### config.mk
export PLATFORM = sky130hd
export DESIGN_NAME = byte_pipe_ring_buffer
export DESIGN_NICKNAME = d
export VERILOG_FILES = /design/src/bpr_pkg.sv /design/src/bpr_ram.sv /design/src/bpr_out_fifo.sv /design/src/bpr_ctrl.sv /design/src/byte_pipe_ring_buffer.sv
export SDC_FILE = /design/constraint.sdc
export NUM_CORES = 1
export LEC_CHECK = 0
export ABC_AREA = 1
export BUFFER_PORTS_ARGS = -buffer_cell sky130_fd_sc_hd__buf_2
export CORE_ASPECT_RATIO = 1.1
export CORE_UTILIZATION = 60
export CTS_BUF_LIST = sky130_fd_sc_hd__clkbuf_16
export DETAILED_ROUTE_END_ITERATION = 8
export GPL_TIMING_DRIVEN = 0
export PLACE_DENSITY = 0.77
export SYNTH_ARGS = -nofsm -noshare
export SYNTH_HDL_FRONTEND = slang
export SYNTH_SLANG_ARGS = --single-unit
### constraint.sdc
create_clock -name clk -period 5.2 [get_ports clk]
set_input_delay 1.56 -clock clk [delete_from_list [all_inputs] [get_ports clk]]
set_output_delay 1.56 -clock clk [all_outputs]
set_load 0.005 [all_outputs]
### src/bpr_pkg.sv
// ---------------------------------------------------------------------------
// bpr_pkg: shared types and constants of the byte pipe ring buffer
// Depth, field widths, operation codes and the structs passed between the
// controller, the byte memory and the output queue.
// ---------------------------------------------------------------------------
package bpr_pkg;

    // ring depth in bytes, 2 .. 64
    localparam int DEPTH       = 64;
    localparam int PTR_W       = (DEPTH > 1) ? $clog2(DEPTH) : 1;

    // field widths of the stream beats
    localparam int LEN_W       = 16;
    localparam int BYTE_W      = 8;
    localparam int CNT_W       = 7;
    localparam int IN_TDATA_W  = 24;
    localparam int OUT_TDATA_W = 24;
    localparam int OUT_PAD_W   = OUT_TDATA_W - BYTE_W - 2 * CNT_W;

    // output queue between the result stage and the master side
    localparam int OUT_DEPTH   = 4;
    localparam int OUT_PTR_W   = $clog2(OUT_DEPTH);
    localparam int OUT_CNT_W   = $clog2(OUT_DEPTH + 1);

    localparam logic [CNT_W-1:0] DEPTH_CNT = CNT_W'(DEPTH);

    // operation codes carried in s_axis_tuser
    localparam logic MODE_WRITE = 1'b0;
    localparam logic MODE_READ  = 1'b1;

    typedef logic [PTR_W-1:0]  ptr_t;
    typedef logic [CNT_W-1:0]  cnt_t;
    typedef logic [BYTE_W-1:0] byte_t;

    // one result beat
    typedef struct packed {
        byte_t data_byte_out;
        logic  byte_valid;
        cnt_t  count;
        cnt_t  fill_level;
        logic  last;
    } result_t;

    // memory port request from the controller
    typedef struct packed {
        logic  wr_en;
        ptr_t  wr_addr;
        byte_t wr_data;
        logic  rd_en;
        ptr_t  rd_addr;
    } ram_req_t;

    // result push into the output queue
    typedef struct packed {
        logic    valid;
        result_t res;
    } out_push_t;

    // next ring position with wrap at the depth
    function automatic ptr_t ptr_advance(input ptr_t p);
        ptr_t r;
        if (p == PTR_W'(DEPTH - 1))
        begin
            r = '0;
        end
        else
        begin
            r = p + 1'b1;
        end
        return r;
    endfunction

endpackage

### src/bpr_ram.sv
// ---------------------------------------------------------------------------
// bpr_ram: byte storage of the ring
// One write port and one read port, read data registered.
// ---------------------------------------------------------------------------
module bpr_ram
    import bpr_pkg::*;
(
    input  logic     clk,
    input  ram_req_t req,
    output byte_t    rd_q
);

    byte_t mem [DEPTH];

    // write port
    always_ff @(posedge clk)
    begin
        if (req.wr_en)
        begin
            mem[req.wr_addr] <= req.wr_data;
        end
    end

    // registered read port
    always_ff @(posedge clk)
    begin
        if (req.rd_en)
        begin
            rd_q <= mem[req.rd_addr];
        end
    end

endmodule

### src/bpr_out_fifo.sv
// ---------------------------------------------------------------------------
// bpr_out_fifo: result queue in front of the master side
// Small register queue that decouples the result stage from downstream stalls.
// ---------------------------------------------------------------------------
module bpr_out_fifo
    import bpr_pkg::*;
(
    input  logic                 clk,
    input  logic                 rst_n,
    input  out_push_t            push,
    input  logic                 pop,
    output logic                 head_valid,
    output result_t              head,
    output logic [OUT_CNT_W-1:0] fill_cnt
);

    result_t              slot [OUT_DEPTH];
    logic [OUT_PTR_W-1:0] head_reg, head_next;
    logic [OUT_PTR_W-1:0] tail_reg, tail_next;
    logic [OUT_CNT_W-1:0] cnt_reg, cnt_next;
    logic                 do_pop;

    assign do_pop     = pop && (cnt_reg != '0);
    assign head_valid = (cnt_reg != '0);
    assign head       = slot[head_reg];
    assign fill_cnt   = cnt_reg;

    // pointer and occupancy update
    always_comb
    begin
        head_next = do_pop ? head_reg + 1'b1 : head_reg;
        tail_next = push.valid ? tail_reg + 1'b1 : tail_reg;
        cnt_next  = cnt_reg + OUT_CNT_W'(push.valid) - OUT_CNT_W'(do_pop);
    end

    always_ff @(posedge clk or negedge rst_n)
    begin
        if (!rst_n)
        begin
            head_reg <= '0;
            tail_reg <= '0;
            cnt_reg  <= '0;
        end
        else
        begin
            head_reg <= head_next;
            tail_reg <= tail_next;
            cnt_reg  <= cnt_next;
        end
    end

    // payload slots
    always_ff @(posedge clk)
    begin
        if (push.valid)
        begin
            slot[tail_reg] <= push.res;
        end
    end

    // the controller's credit check keeps the queue from overflowing
    a_no_overflow: assert property (@(posedge clk) disable iff (!rst_n)
        (push.valid && !do_pop) |-> (cnt_reg < OUT_CNT_W'(OUT_DEPTH)))
        else $error("bpr_out_fifo: push into a full queue");

endmodule

### src/bpr_ctrl.sv
// ---------------------------------------------------------------------------
// bpr_ctrl: ring pointers, write run bookkeeping and read sequencer
// Accepts input beats, drives the byte memory and forms result beats in the
// next cycle, when the memory read data is available.
// ---------------------------------------------------------------------------
module bpr_ctrl
    import bpr_pkg::*;
(
    input  logic                 clk,
    input  logic                 rst_n,
    input  logic                 s_valid,
    output logic                 s_ready,
    input  logic                 mode,
    input  logic [LEN_W-1:0]     length,
    input  byte_t                data_byte,
    input  logic                 last_of_write,
    output ram_req_t             ram_req,
    input  byte_t                ram_q,
    output out_push_t            push,
    input  logic [OUT_CNT_W-1:0] fifo_cnt
);

    typedef enum logic {ST_IDLE, ST_READ} state_t;

    state_t state_reg, state_next;
    ptr_t   rd_ptr_reg, rd_ptr_next;
    ptr_t   wr_ptr_reg, wr_ptr_next;
    cnt_t   stored_reg, stored_next;
    logic   run_active_reg, run_active_next;
    logic   run_acc_reg, run_acc_next;
    cnt_t   run_written_reg, run_written_next;
    cnt_t   run_target_reg, run_target_next;
    cnt_t   remain_reg, remain_next;
    cnt_t   total_reg, total_next;
    cnt_t   fill_after_reg, fill_after_next;

    // result stage: holds the beat while the memory read data is registered
    logic   pend_valid_reg, pend_valid_next;
    logic   pend_bv_reg, pend_bv_next;
    cnt_t   pend_cnt_reg, pend_cnt_next;
    cnt_t   pend_fill_reg, pend_fill_next;
    logic   pend_last_reg, pend_last_next;

    logic   credit_ok;
    logic   accept;
    logic   first;
    cnt_t   clamp;
    logic   acc;
    cnt_t   tgt;
    cnt_t   wr_cnt;
    logic   do_write;
    cnt_t   n_rd;

    // room for the beat in flight plus one more issue
    assign credit_ok = ((OUT_CNT_W + 1)'(fifo_cnt) + (OUT_CNT_W + 1)'(pend_valid_reg))
                       < (OUT_CNT_W + 1)'(OUT_DEPTH);
    assign s_ready   = (state_reg == ST_IDLE) && credit_ok;
    assign accept    = s_valid && s_ready;

    // write run decode
    always_comb
    begin
        first  = !run_active_reg;
        clamp  = (length > LEN_W'(DEPTH)) ? DEPTH_CNT : length[CNT_W-1:0];
        acc    = first ? ((clamp != '0) && ((DEPTH_CNT - stored_reg) >= clamp))
                       : run_acc_reg;
        tgt    = first ? clamp : run_target_reg;
        wr_cnt = first ? '0 : run_written_reg;
        do_write = acc && (wr_cnt < tgt) && (stored_reg < DEPTH_CNT);
        n_rd   = (length < LEN_W'(stored_reg)) ? length[CNT_W-1:0] : stored_reg;
    end

    // next state
    always_comb
    begin
        state_next       = state_reg;
        rd_ptr_next      = rd_ptr_reg;
        wr_ptr_next      = wr_ptr_reg;
        stored_next      = stored_reg;
        run_active_next  = run_active_reg;
        run_acc_next     = run_acc_reg;
        run_written_next = run_written_reg;
        run_target_next  = run_target_reg;
        remain_next      = remain_reg;
        total_next       = total_reg;
        fill_after_next  = fill_after_reg;
        pend_valid_next  = 1'b0;
        pend_bv_next     = pend_bv_reg;
        pend_cnt_next    = pend_cnt_reg;
        pend_fill_next   = pend_fill_reg;
        pend_last_next   = pend_last_reg;
        ram_req          = '0;

        unique case (state_reg)
            ST_IDLE:
            begin
                if (accept && (mode == MODE_WRITE))
                begin
                    // byte of a write run, stored as it arrives
                    if (do_write)
                    begin
                        ram_req.wr_en   = 1'b1;
                        ram_req.wr_addr = wr_ptr_reg;
                        ram_req.wr_data = data_byte;
                        wr_ptr_next     = ptr_advance(wr_ptr_reg);
                        stored_next     = stored_reg + 1'b1;
                    end
                    if (last_of_write)
                    begin
                        pend_valid_next  = 1'b1;
                        pend_bv_next     = 1'b0;
                        pend_cnt_next    = wr_cnt + cnt_t'(do_write);
                        pend_fill_next   = stored_reg + cnt_t'(do_write);
                        pend_last_next   = 1'b1;
                        run_active_next  = 1'b0;
                        run_acc_next     = 1'b0;
                        run_written_next = '0;
                        run_target_next  = '0;
                    end
                    else
                    begin
                        run_active_next  = 1'b1;
                        run_acc_next     = acc;
                        run_written_next = wr_cnt + cnt_t'(do_write);
                        run_target_next  = tgt;
                    end
                end
                else if (accept)
                begin
                    if (n_rd == '0)
                    begin
                        // nothing to return: single empty result
                        pend_valid_next = 1'b1;
                        pend_bv_next    = 1'b0;
                        pend_cnt_next   = '0;
                        pend_fill_next  = stored_reg;
                        pend_last_next  = 1'b1;
                    end
                    else
                    begin
                        // first byte of the read goes out right away
                        ram_req.rd_en   = 1'b1;
                        ram_req.rd_addr = rd_ptr_reg;
                        rd_ptr_next     = ptr_advance(rd_ptr_reg);
                        stored_next     = stored_reg - n_rd;
                        total_next      = n_rd;
                        fill_after_next = stored_reg - n_rd;
                        remain_next     = n_rd - 1'b1;
                        pend_valid_next = 1'b1;
                        pend_bv_next    = 1'b1;
                        pend_cnt_next   = n_rd;
                        pend_fill_next  = stored_reg - n_rd;
                        pend_last_next  = (n_rd == cnt_t'(1));
                        if (n_rd != cnt_t'(1))
                        begin
                            state_next = ST_READ;
                        end
                    end
                end
            end
            ST_READ:
            begin
                // one byte per cycle while the output queue has room
                if (credit_ok)
                begin
                    ram_req.rd_en   = 1'b1;
                    ram_req.rd_addr = rd_ptr_reg;
                    rd_ptr_next     = ptr_advance(rd_ptr_reg);
                    remain_next     = remain_reg - 1'b1;
                    pend_valid_next = 1'b1;
                    pend_bv_next    = 1'b1;
                    pend_cnt_next   = total_reg;
                    pend_fill_next  = fill_after_reg;
                    pend_last_next  = (remain_reg == cnt_t'(1));
                    if (remain_reg == cnt_t'(1))
                    begin
                        state_next = ST_IDLE;
                    end
                end
            end
            default:
            begin
                state_next = ST_IDLE;
            end
        endcase
    end

    // state and registered outputs
    always_ff @(posedge clk or negedge rst_n)
    begin
        if (!rst_n)
        begin
            state_reg       <= ST_IDLE;
            rd_ptr_reg      <= '0;
            wr_ptr_reg      <= '0;
            stored_reg      <= '0;
            run_active_reg  <= 1'b0;
            run_acc_reg     <= 1'b0;
            run_written_reg <= '0;
            run_target_reg  <= '0;
            remain_reg      <= '0;
            total_reg       <= '0;
            fill_after_reg  <= '0;
            pend_valid_reg  <= 1'b0;
            pend_bv_reg     <= 1'b0;
            pend_cnt_reg    <= '0;
            pend_fill_reg   <= '0;
            pend_last_reg   <= 1'b0;
        end
        else
        begin
            state_reg       <= state_next;
            rd_ptr_reg      <= rd_ptr_next;
            wr_ptr_reg      <= wr_ptr_next;
            stored_reg      <= stored_next;
            run_active_reg  <= run_active_next;
            run_acc_reg     <= run_acc_next;
            run_written_reg <= run_written_next;
            run_target_reg  <= run_target_next;
            remain_reg      <= remain_next;
            total_reg       <= total_next;
            fill_after_reg  <= fill_after_next;
            pend_valid_reg  <= pend_valid_next;
            pend_bv_reg     <= pend_bv_next;
            pend_cnt_reg    <= pend_cnt_next;
            pend_fill_reg   <= pend_fill_next;
            pend_last_reg   <= pend_last_next;
        end
    end

    // result beat, read byte taken from the memory output
    always_comb
    begin
        push.valid             = pend_valid_reg;
        push.res.data_byte_out = pend_bv_reg ? ram_q : '0;
        push.res.byte_valid    = pend_bv_reg;
        push.res.count         = pend_cnt_reg;
        push.res.fill_level    = pend_fill_reg;
        push.res.last          = pend_last_reg;
    end

    a_fill_bound: assert property (@(posedge clk) disable iff (!rst_n)
        stored_reg <= DEPTH_CNT)
        else $error("bpr_ctrl: fill level above depth");

    a_read_remain: assert property (@(posedge clk) disable iff (!rst_n)
        (state_reg == ST_READ) |-> (remain_reg != '0))
        else $error("bpr_ctrl: read sequencer active with nothing left");

    a_run_bound: assert property (@(posedge clk) disable iff (!rst_n)
        run_written_reg <= run_target_reg)
        else $error("bpr_ctrl: write run wrote past its reservation");

    a_credit: assert property (@(posedge clk) disable iff (!rst_n)
        ((OUT_CNT_W + 1)'(fifo_cnt) + (OUT_CNT_W + 1)'(pend_valid_reg))
            <= (OUT_CNT_W + 1)'(OUT_DEPTH))
        else $error("bpr_ctrl: results in flight exceed queue room");

endmodule

### src/byte_pipe_ring_buffer.sv
// ---------------------------------------------------------------------------
// byte_pipe_ring_buffer: non-blocking byte pipe with atomic writes
// Circular byte store; write runs are reserved whole or dropped, reads
// return up to the requested count as a marked run of beats.
// ---------------------------------------------------------------------------
// Usage:
//   s_axis carries one operation beat: tuser = mode (write byte / read
//   request), tlast = end of a write run, tdata = length and data byte.
//   A write run's first beat reserves min(length, depth) bytes; if that
//   does not fit, the whole run is dropped. The tlast beat of a run gives
//   one result with the count written. A read gives min(length, fill)
//   beats with tuser set, or one empty beat.
//   m_axis carries results: tdata = byte, count, fill level; tlast marks
//   the final beat of an operation.
// Flow: write bytes one per cycle while the result queue has room; a read
//   holds the input until its last byte is issued (one memory read per
//   cycle, one read port); results pass the result stage and the queue.
// Reset clears pointers, fill level and run state; the store needs no
//   clearing. When m_axis stalls, a four-beat result queue fills and
//   s_axis_tready drops until room returns.
// ---------------------------------------------------------------------------
module byte_pipe_ring_buffer
    import bpr_pkg::*;
(
    input  logic                   clk,
    input  logic                   rst_n,
    input  logic                   s_axis_tvalid,
    output logic                   s_axis_tready,
    // [15:0] length, [23:16] data_byte
    input  logic [IN_TDATA_W-1:0]  s_axis_tdata,
    // [0] mode
    input  logic                   s_axis_tuser,
    input  logic                   s_axis_tlast,
    output logic                   m_axis_tvalid,
    input  logic                   m_axis_tready,
    // [7:0] data_byte_out, [14:8] count, [21:15] fill_level, [23:22] zero
    output logic [OUT_TDATA_W-1:0] m_axis_tdata,
    // [0] byte_valid
    output logic                   m_axis_tuser,
    output logic                   m_axis_tlast
);

    ram_req_t             ram_req;
    byte_t                ram_q;
    out_push_t            push;
    result_t              head;
    logic [OUT_CNT_W-1:0] fifo_cnt;

    // controller and sequencer
    bpr_ctrl u_ctrl (
        .clk           (clk),
        .rst_n         (rst_n),
        .s_valid       (s_axis_tvalid),
        .s_ready       (s_axis_tready),
        .mode          (s_axis_tuser),
        .length        (s_axis_tdata[LEN_W-1:0]),
        .data_byte     (s_axis_tdata[LEN_W +: BYTE_W]),
        .last_of_write (s_axis_tlast),
        .ram_req       (ram_req),
        .ram_q         (ram_q),
        .push          (push),
        .fifo_cnt      (fifo_cnt)
    );

    // byte store
    bpr_ram u_ram (
        .clk  (clk),
        .req  (ram_req),
        .rd_q (ram_q)
    );

    // result queue
    bpr_out_fifo u_out (
        .clk        (clk),
        .rst_n      (rst_n),
        .push       (push),
        .pop        (m_axis_tready),
        .head_valid (m_axis_tvalid),
        .head       (head),
        .fill_cnt   (fifo_cnt)
    );

    // pack the result beat
    assign m_axis_tdata = {{OUT_PAD_W{1'b0}}, head.fill_level, head.count,
                           head.data_byte_out};
    assign m_axis_tuser = head.byte_valid;
    assign m_axis_tlast = head.last;

endmodule
==> results.py, run 1 <==
metrics = {
    "worst_setup_path": {
        "crit_chain": "buf_2 > ha_1 > inv_1 > nor2_1 > and3_1 > nand2_1 > nand2_4 > nand2_1 > o21ai_4 > inv_1 > ha_1 > nand3_1 > nor2_4 > nand3_4 > nand3_4 > clkbuf_1 > o21ai_0 > nand3_1 > nand3_1 > nand3_1 > nand3_1 > nand2_1",
        "worstSetupEndpointType": "register",
        "r2r_slack_ns": 0.32,
        "r2r-end": "u_ram.rd_q[3]",
        "cp_num_buf_inv": 4,
        "cp_common_cell": "nand3_1",
        "critPathSlowestCell": "o21ai_0",
        "r2r_start": "u_ctrl.stored_reg[6]",
        "max_stage_delay_ns": 0.47,
        "critical_path_class": "in2reg",
        "crit_path_start_kind": "input port",
        "reg2regPathDepth": 23,
        "cp.required_ns": 5.53,
        "crit_path_max_fanout": 10,
        "cp_top_family": "simple AND/OR/NAND/NOR gates",
        "worstPathArrival_ns": 5.45,
    },
    "cells_and_area": {
        "layout_common_cells": "edfxtp_1 (616), nand3_1 (468), inv_1 (465), nand2_1 (403), nor2_1 (249)",
        "antenna_cells": 0,
        "final_core_util_pct": 70.2,
        "final_common_cell": "edfxtp_1",
        "multi_input_area_um2": 9700,
        "fillers": 3723,
        "largest-register": "u_ram.mem",
        "final_cells": 4044,
        "fin_nets": 3388,
        "drive_above_1_share_pct": 14.1,
        "register_area_um2": 20500,
        "design_area_um2": 37000,
        "largest_reg_flops": 512,
        "syn2layout_area_growth_pct": 15.3,
        "reg_top3": "u_ram.mem (512), u_out.slot (96), u_ram.rd_q (8)",
    },
    "timing": {
        "relSlewSlack_pct": 27.0,
        "worst_pin_slew_ns": 1.09,
        "fin_skew_ns": 0.0155,
        "drv_slew": 0,
        "setup_ws_ns": 0.0805,
        "finalHoldViolations": 0,
        "period_share_pct": 98.5,
        "hold_slack_ns": 0.486,
        "layout_min_cycle_time_ns": 5.12,
        "fmax_mhz": 195,
        "setup_tns_ns": 0,
        "setup_viol": 0,
    },
    "drt": {
        "viasPerCell": 6.15,
        "postRouteAntennaNets": 0,
        "wirelength_um": 101000,
        "wl_per_cell_um": 24.9,
        "drtIter0Drc": 3358,
        "drt-pass1-iter-count": 9,
        "vias": 24900,
        "drc": 1,
    },
    "cts": {
        "numCtsBuffers": 72,
        "htreeDepth": 3,
        "holdBufCountCts": 0,
        "clock-sinks": 697,
        "clkSlewWorstSetupHoldPaths_ns": 0.06,
        "cts_tree": "yes",
        "cts_max_path_buffers": 3,
        "clock-root-buffer": "clkbuf_16",
        "clk_latency_ns": 0.63,
    },
    "synth": {
        "synth_edf_count": 616,
        "synth.area.top_cells": "edfxtp_1 (58%), nand3_1 (7.4%), dfrtp_1 (6.3%), inv_1 (5.2%), nand2_1 (4.8%)",
        "synth_area_um2": 32100,
        "ys_seq_elements": 697,
        "synth-simple-area-share_pct": 20.5,
        "synth_top_family_by_area": "simple AND/OR/NAND/NOR gates",
        "avgSynthCellArea_um2": 10.3,
        "ys_seq_area_share_pct": 64.0,
        "syn_inst": 3123,
        "ys_warn_count": 0,
        "muxShareOfSynthArea_pct": 0,
        "synth_fa_ha_area_share_pct": 1.76,
        "synth_top_area_cell": "edfxtp_1",
        "synth_top_flop_cell": "edfxtp_1",
        "synth-compound-area-share_pct": 4.88,
        "async_reset_ff_share_pct": 11.6,
        "synth_cell_types": 47,
        "synth.top_cell.area_share_pct": 57.7,
        "synthXorXnorAreaFrac_pct": 0.738,
    },
    "placement": {
        "gp_congestion": 1.00,
        "placed_cells": 3865,
        "pre_cts_ws_ns": -1.34,
        "dpl_cell_area_um2": 33500,
        "hpwlAfterDp_um": 68200,
        "port_buffers": 55,
    },
    "job": {
        "cap_violations": 0,
    },
    "die": {
        "floorplan.initialDensity_pct": 60.9,
        "coreArea_um2": 52600,
        "row_count": 88,
        "dieHeight_um": 244,
        "ioPinCount": 58,
        "die_w_um": 222,
        "die_area_um2": 54400,
    },
    "min_path": {
        "min_to": "u_ctrl.run_target_reg[2]",
        "hp-class": "reg2reg",
        "hold_path.startpoint": "u_ctrl.run_target_reg[2]",
        "min_path_cells": 2,
    },
    "power": {
        "leakagePower_nw": 15.4,
        "vdd_ir_drop_max_v": 0.000290,
        "powerDensity_nw_per_um2": 544,
        "p_total_mw": 20.1,
    },
    "global_route": {
        "antenna_found_initial": 1,
        "grt_first_pass_wirelength_um": 145000,
        "track_usage_pct": 36.6,
        "grt_start_max_net_pins": 60,
        "grt-ovfl-total": 0,
        "grt_pass1_vias": 23600,
    },
    "outcome": {
        "violations": "design-rule violations",
        "status": "complete, but fails checks",
    },
}
worst max path at each step:
stage | from | slack [ns] | cells after the start | end
6_report | s_axis_tdata[6] | 0.08 | 22 | u_ram.rd_q[3]
5_1_grt | s_axis_tdata[6] | -0.03 | 22 | u_ram.rd_q[5]
4_1_cts | s_axis_tdata[11] | -0.14 | 21 | u_ram.mem[46][5]
3_5_place_dp | s_axis_tdata[11] | -1.34 | 20 | u_ram.mem[29][7]
3_3_place_gp | s_axis_tdata[11] | -4.35 | 19 | u_ram.mem[2][4]
2_1_floorplan | s_axis_tdata[11] | -0.46 | 18 | u_ram.mem[0][0]
worst min-delay path: cells and delay by family, from the launching register on:
kind / cells / cell delay [ns]
AO/OA/AOI/OAI: 1 / 0.06
flip-flops: 1 / 0.34
AND/OR/NAND/NOR: 1 / 0.05
what timing repair did:
action | CTS | global route
cloned | 4 | 2
pin swaps | 9 | 21
setup buffers | 18 | 26
resized for setup | 103 | 79
setup endpoints to repair | 875 | 944
Yosys cell counts, types with 2 or more instances:
master and number:
dfrtp_1 81, nor2_2 2, nor3_1 10, and3_1 2, edfxtp_1 616, o21ai_0 180
nor2_1 326, inv_2 6, inv_1 444, buf_2 71, o22ai_1 29, o21ai_1 11
buf_1 7, nor2_4 3, nand3_4 3, nand2_2 7, xor2_1 23, clkinv_1 2
nand2_1 406, nand3_1 473, nand4_1 136, buf_4 18, a31oi_1 7, nand3_2 4
a21oi_1 50, fa_1 2, clkbuf_1 77, or2_2 49, o31ai_1 2, xnor2_1 4
buf_6 8, o211ai_1 8, ha_1 42
layout make-up:
class / count / share of cell area, %
inverters: 452 / 4.59
repair buffers: 110 / 2.86
clock buffers: 74 / 5.01
clock inverters: 55 / 0.989
flip-flops and latches: 697 / 55.5
plain buffers: 181 / 2.47
multi-input cells: 1800 / 26.2
well taps: 675 / 2.29
power by group:
part | total (mW) | leakage [nW] | switching [mW] | internal, mW
Sequential | 6.89 | 5.51 | 0.249 | 6.64
Clock | 4.91 | 1.16 | 2.18 | 2.74
Combinational | 8.28 | 8.70 | 6.07 | 2.21
Total | 20.1 | 15.4 | 8.50 | 11.6
layer usage:
| layer | vias to the layer above | track usage (%) | wire length, um |
|---|---|---|---|
| met5 | - | 0 | 26 |
| met1 | 11900 | 45.0 | 35600 |
| li1 | 11000 | - | - |
| met2 | 1555 | 59.7 | 48000 |
| met3 | 342 | 6.01 | 9520 |
| met4 | 4 | 25.2 | 7470 |
cell families (layout without fill, tap and decap cells):
logic type | count (synthesis) | after routing
adder cells (fa/ha/maj) | 44 | 44
XOR/XNOR | 27 | 27
AO/OA/AOI/OAI | 293 | 293
AND/OR/NAND/NOR | 1428 | 1434
other | 1 | 2
flip-flops | 697 | 697
buffers and inverters | 633 | 872
(Power assumes the default switching activity.)
==> run 2, diff against run 1 <==
--- a/config.mk
+++ b/config.mk
@@ -7,12 +7,14 @@
 export LEC_CHECK = 0
 export ABC_AREA = 1
 export BUFFER_PORTS_ARGS = -buffer_cell sky130_fd_sc_hd__buf_2
+export CELL_PAD_IN_SITES_DETAIL_PLACEMENT = 0
+export CELL_PAD_IN_SITES_GLOBAL_PLACEMENT = 1
 export CORE_ASPECT_RATIO = 1.1
-export CORE_UTILIZATION = 60
+export CORE_UTILIZATION = 50
 export CTS_BUF_LIST = sky130_fd_sc_hd__clkbuf_16
 export DETAILED_ROUTE_END_ITERATION = 8
 export GPL_TIMING_DRIVEN = 0
-export PLACE_DENSITY = 0.77
+export PLACE_DENSITY_LB_ADDON = 0.1
 export SYNTH_ARGS = -nofsm -noshare
 export SYNTH_HDL_FRONTEND = slang
 export SYNTH_SLANG_ARGS = --single-unit
==> run 2 against run 1 <==
Compared with the run above: the flow now finishes without violations; power increased by 0.49%; register-to-register slack improved by 0.06 ns; utilization down 11 points; clock power grew 3%; non-clock buffer count is 8 higher; sequential share of layout area is 0.59 points lower; highest routed layer is now met4.
==> results.py, run 2 (synthesis gave the netlist of run 1 again) <==
metrics = {
    "min_path": {
        "min_path_cells": 2,
        "min_to": "u_ctrl.fill_after_reg[1]",
        "hold_path.startpoint": "u_ctrl.fill_after_reg[1]",
        "hp-class": "reg2reg",
    },
    "global_route": {
        "grt_first_pass_wirelength_um": 150000,
        "grt-ovfl-total": 0,
        "track_usage_pct": 31.9,
        "grt_pass1_vias": 23100,
        "antenna_found_initial": 0,
        "grt_start_max_net_pins": 60,
    },
    "cells_and_area": {
        "largest-register": "u_ram.mem",
        "syn2layout_area_growth_pct": 16.5,
        "fin_nets": 3394,
        "antenna_cells": 0,
        "drive_above_1_share_pct": 14.4,
        "reg_top3": "u_ram.mem (512), u_out.slot (96), u_ram.rd_q (8)",
        "largest_reg_flops": 512,
        "layout_common_cells": "edfxtp_1 (616), inv_1 (467), nand3_1 (466), nand2_1 (403), nor2_1 (252)",
        "final_common_cell": "edfxtp_1",
    },
    "cts": {
        "clkSlewWorstSetupHoldPaths_ns": 0.06,
        "cts_tree": "yes",
        "numCtsBuffers": 73,
        "cts_max_path_buffers": 3,
        "clock-root-buffer": "clkbuf_16",
        "clock-sinks": 697,
        "clk_latency_ns": 0.62,
        "htreeDepth": 3,
    },
    "worst_setup_path": {
        "max_stage_delay_ns": 0.27,
        "critPathSlowestCell": "ha_1",
        "critical_path_class": "in2reg",
        "crit_path_max_fanout": 10,
        "worst-path-stages": 23,
        "r2r_slack_ns": 0.38,
        "crit_chain": "buf_2 > ha_1 > inv_1 > nor2_1 > and3_1 > nand2_1 > nand2_4 > nand2_1 > o21ai_4 > inv_1 > ha_1 > nand3_1 > nor2_4 > nand3_4 > nand3_4 > buf_6 > buf_4 > o21ai_1 > nand3_1 > nand3_1 > nand3_1 > nand3_1 > nand2_1",
        "worstPathArrival_ns": 5.33,
        "reg2regPathDepth": 24,
        "crit_path_start_kind": "input port",
        "cp_num_buf_inv": 5,
        "cp_common_cell": "nand3_1",
        "cp.required_ns": 5.52,
        "worstSetupEndpointType": "register",
        "r2r-end": "u_ram.rd_q[3]",
        "cp_top_family": "simple AND/OR/NAND/NOR gates",
        "r2r_start": "u_ctrl.stored_reg[6]",
    },
    "drt": {
        "postRouteAntennaNets": 0,
        "drtIter0Drc": 2330,
        "viasPerCell": 5.69,
        "drc": 0,
        "wl_per_cell_um": 24.7,
        "vias": 24000,
        "drt-pass1-iter-count": 6,
        "wirelength_um": 104000,
    },
    "power": {
        "cell_internal_pwr_mw": 11.8,
        "leakagePower_nw": 15.5,
        "netSwitchingPower_mw": 8.43,
        "p_sw_share_pct": 41.7,
        "power.share.sequential_pct": 34.2,
        "vdd_ir_drop_max_v": 0.000360,
        "combPwrFrac_pct": 40.8,
        "powerDensity_nw_per_um2": 541,
        "clkPwrFrac_pct": 25.0,
    },
    "timing": {
        "finalHoldViolations": 0,
        "drv_slew": 0,
        "period_share_pct": 96.5,
        "hold_slack_ns": 0.482,
        "setup_viol": 0,
        "worst_pin_slew_ns": 1.12,
        "fin_skew_ns": 0.0300,
        "relSlewSlack_pct": 25.3,
        "setup_ws_ns": 0.184,
        "rsz0062_at_grt": "yes",
        "fmax_mhz": 199,
        "layout_min_cycle_time_ns": 5.02,
    },
    "placement": {
        "gp_congestion": 0.928,
        "hpwlAfterDp_um": 74100,
        "pre_cts_ws_ns": -1.51,
        "port_buffers": 55,
    },
    "outcome": {
        "status": "finished clean",
    },
    "die": {
        "row_count": 97,
        "dieHeight_um": 268,
        "die_w_um": 243,
        "ioPinCount": 58,
        "die_area_um2": 65100,
        "coreArea_um2": 63600,
        "floorplan.initialDensity_pct": 50.4,
    },
    "job": {
        "cap_violations": 0,
    },
}
==> run 2: cell count changes in the layout (fill, tap and decap cells not counted), sizes merged, moves of 2 or more <==
cell      delta
inv          +3
bufinv       +3
clkinvlp     -3
buf         +11
nor2         -3
clkbuf       -2
==> run 2: metal layers <==
layer / share of wire [%] / routed length [um] / track usage, % / up-vias
met5: 0 / 0 / 0 / -
met4: 6.7 / 6920 / 20.1 / 0
met3: 5.8 / 6010 / 3.57 / 263
met2: 49 / 51000 / 54.1 / 979
met1: 39 / 40100 / 39.1 / 11700
li1: - / - / - / 11100
==> run 2: final cells by class <==
class	count	area, um^2
Sequential cell	697	20500
Clock inverter	57	400
Buffer	181	911
Multi-Input combinational cell	1797	9670
Timing Repair Buffer	118	1220
Fill cell	5386	26200
Tap cell	841	1050
Clock buffer	75	1880
Inverter	452	1700
==> run 2: worst max path at each step <==
| stage | startpoint | to |
|---|---|---|
| final | s_axis_tdata[6] | u_ram.rd_q[3] |
| after global routing | s_axis_tdata[1] | u_ram.mem[53][5] |
| after CTS | s_axis_tdata[5] | u_ram.rd_q[5] |
| after detailed placement | s_axis_tdata[11] | u_ram.mem[4][3] |
| after global placement | s_axis_tdata[11] | u_ram.mem[6][2] |
| after floorplan | s_axis_tdata[11] | u_ram.mem[0][0] |
==> run 2: power by group through the flow <==
stage	registers, mW	clock network (mW)	logic, mW
2_1_floorplan	6.91	0	4.86
6_report	6.90	5.06	8.23
5_1_grt	6.95	5.31	8.84
4_1_cts	6.90	5.11	8.09
3_5_place_dp	7.01	0	8.04
3_3_place_gp	6.99	0	7.95
==> run 2: metrics by stage <==
stage               setup TNS (ns)  instance area [um^2]  std cells  utilization (%)  total power, mW
floorplan                  -236.86                 32100       3124                -             11.8
global placement          -2882.24                 33400       4020             52.5             14.9
detailed placement         -918.72                 33800       4035             53.1             15.1
CTS                              0                 36900       4198             58.1             20.1
global route                 -5.64                 37400       4218             58.7             21.1
finish                           0                 37400       4218             58.7             20.2
==> run 2: timing repair <==
item,CTS,global route
resized for setup,140,38
hold buffers,0,0
setup endpoints to repair,721,608
pin swaps,12,18
gates cloned,2,1
setup buffers,29,19
==> run 2: tightest hold or removal path: cells and delay by family, from the launching register on <==
| family | cells | cell delay [ns] |
|---|---|---|
| AOI/OAI and AO/OA | 1 | 0.06 |
| and+or+nand+nor | 1 | 0.05 |
| DFF | 1 | 0.34 |
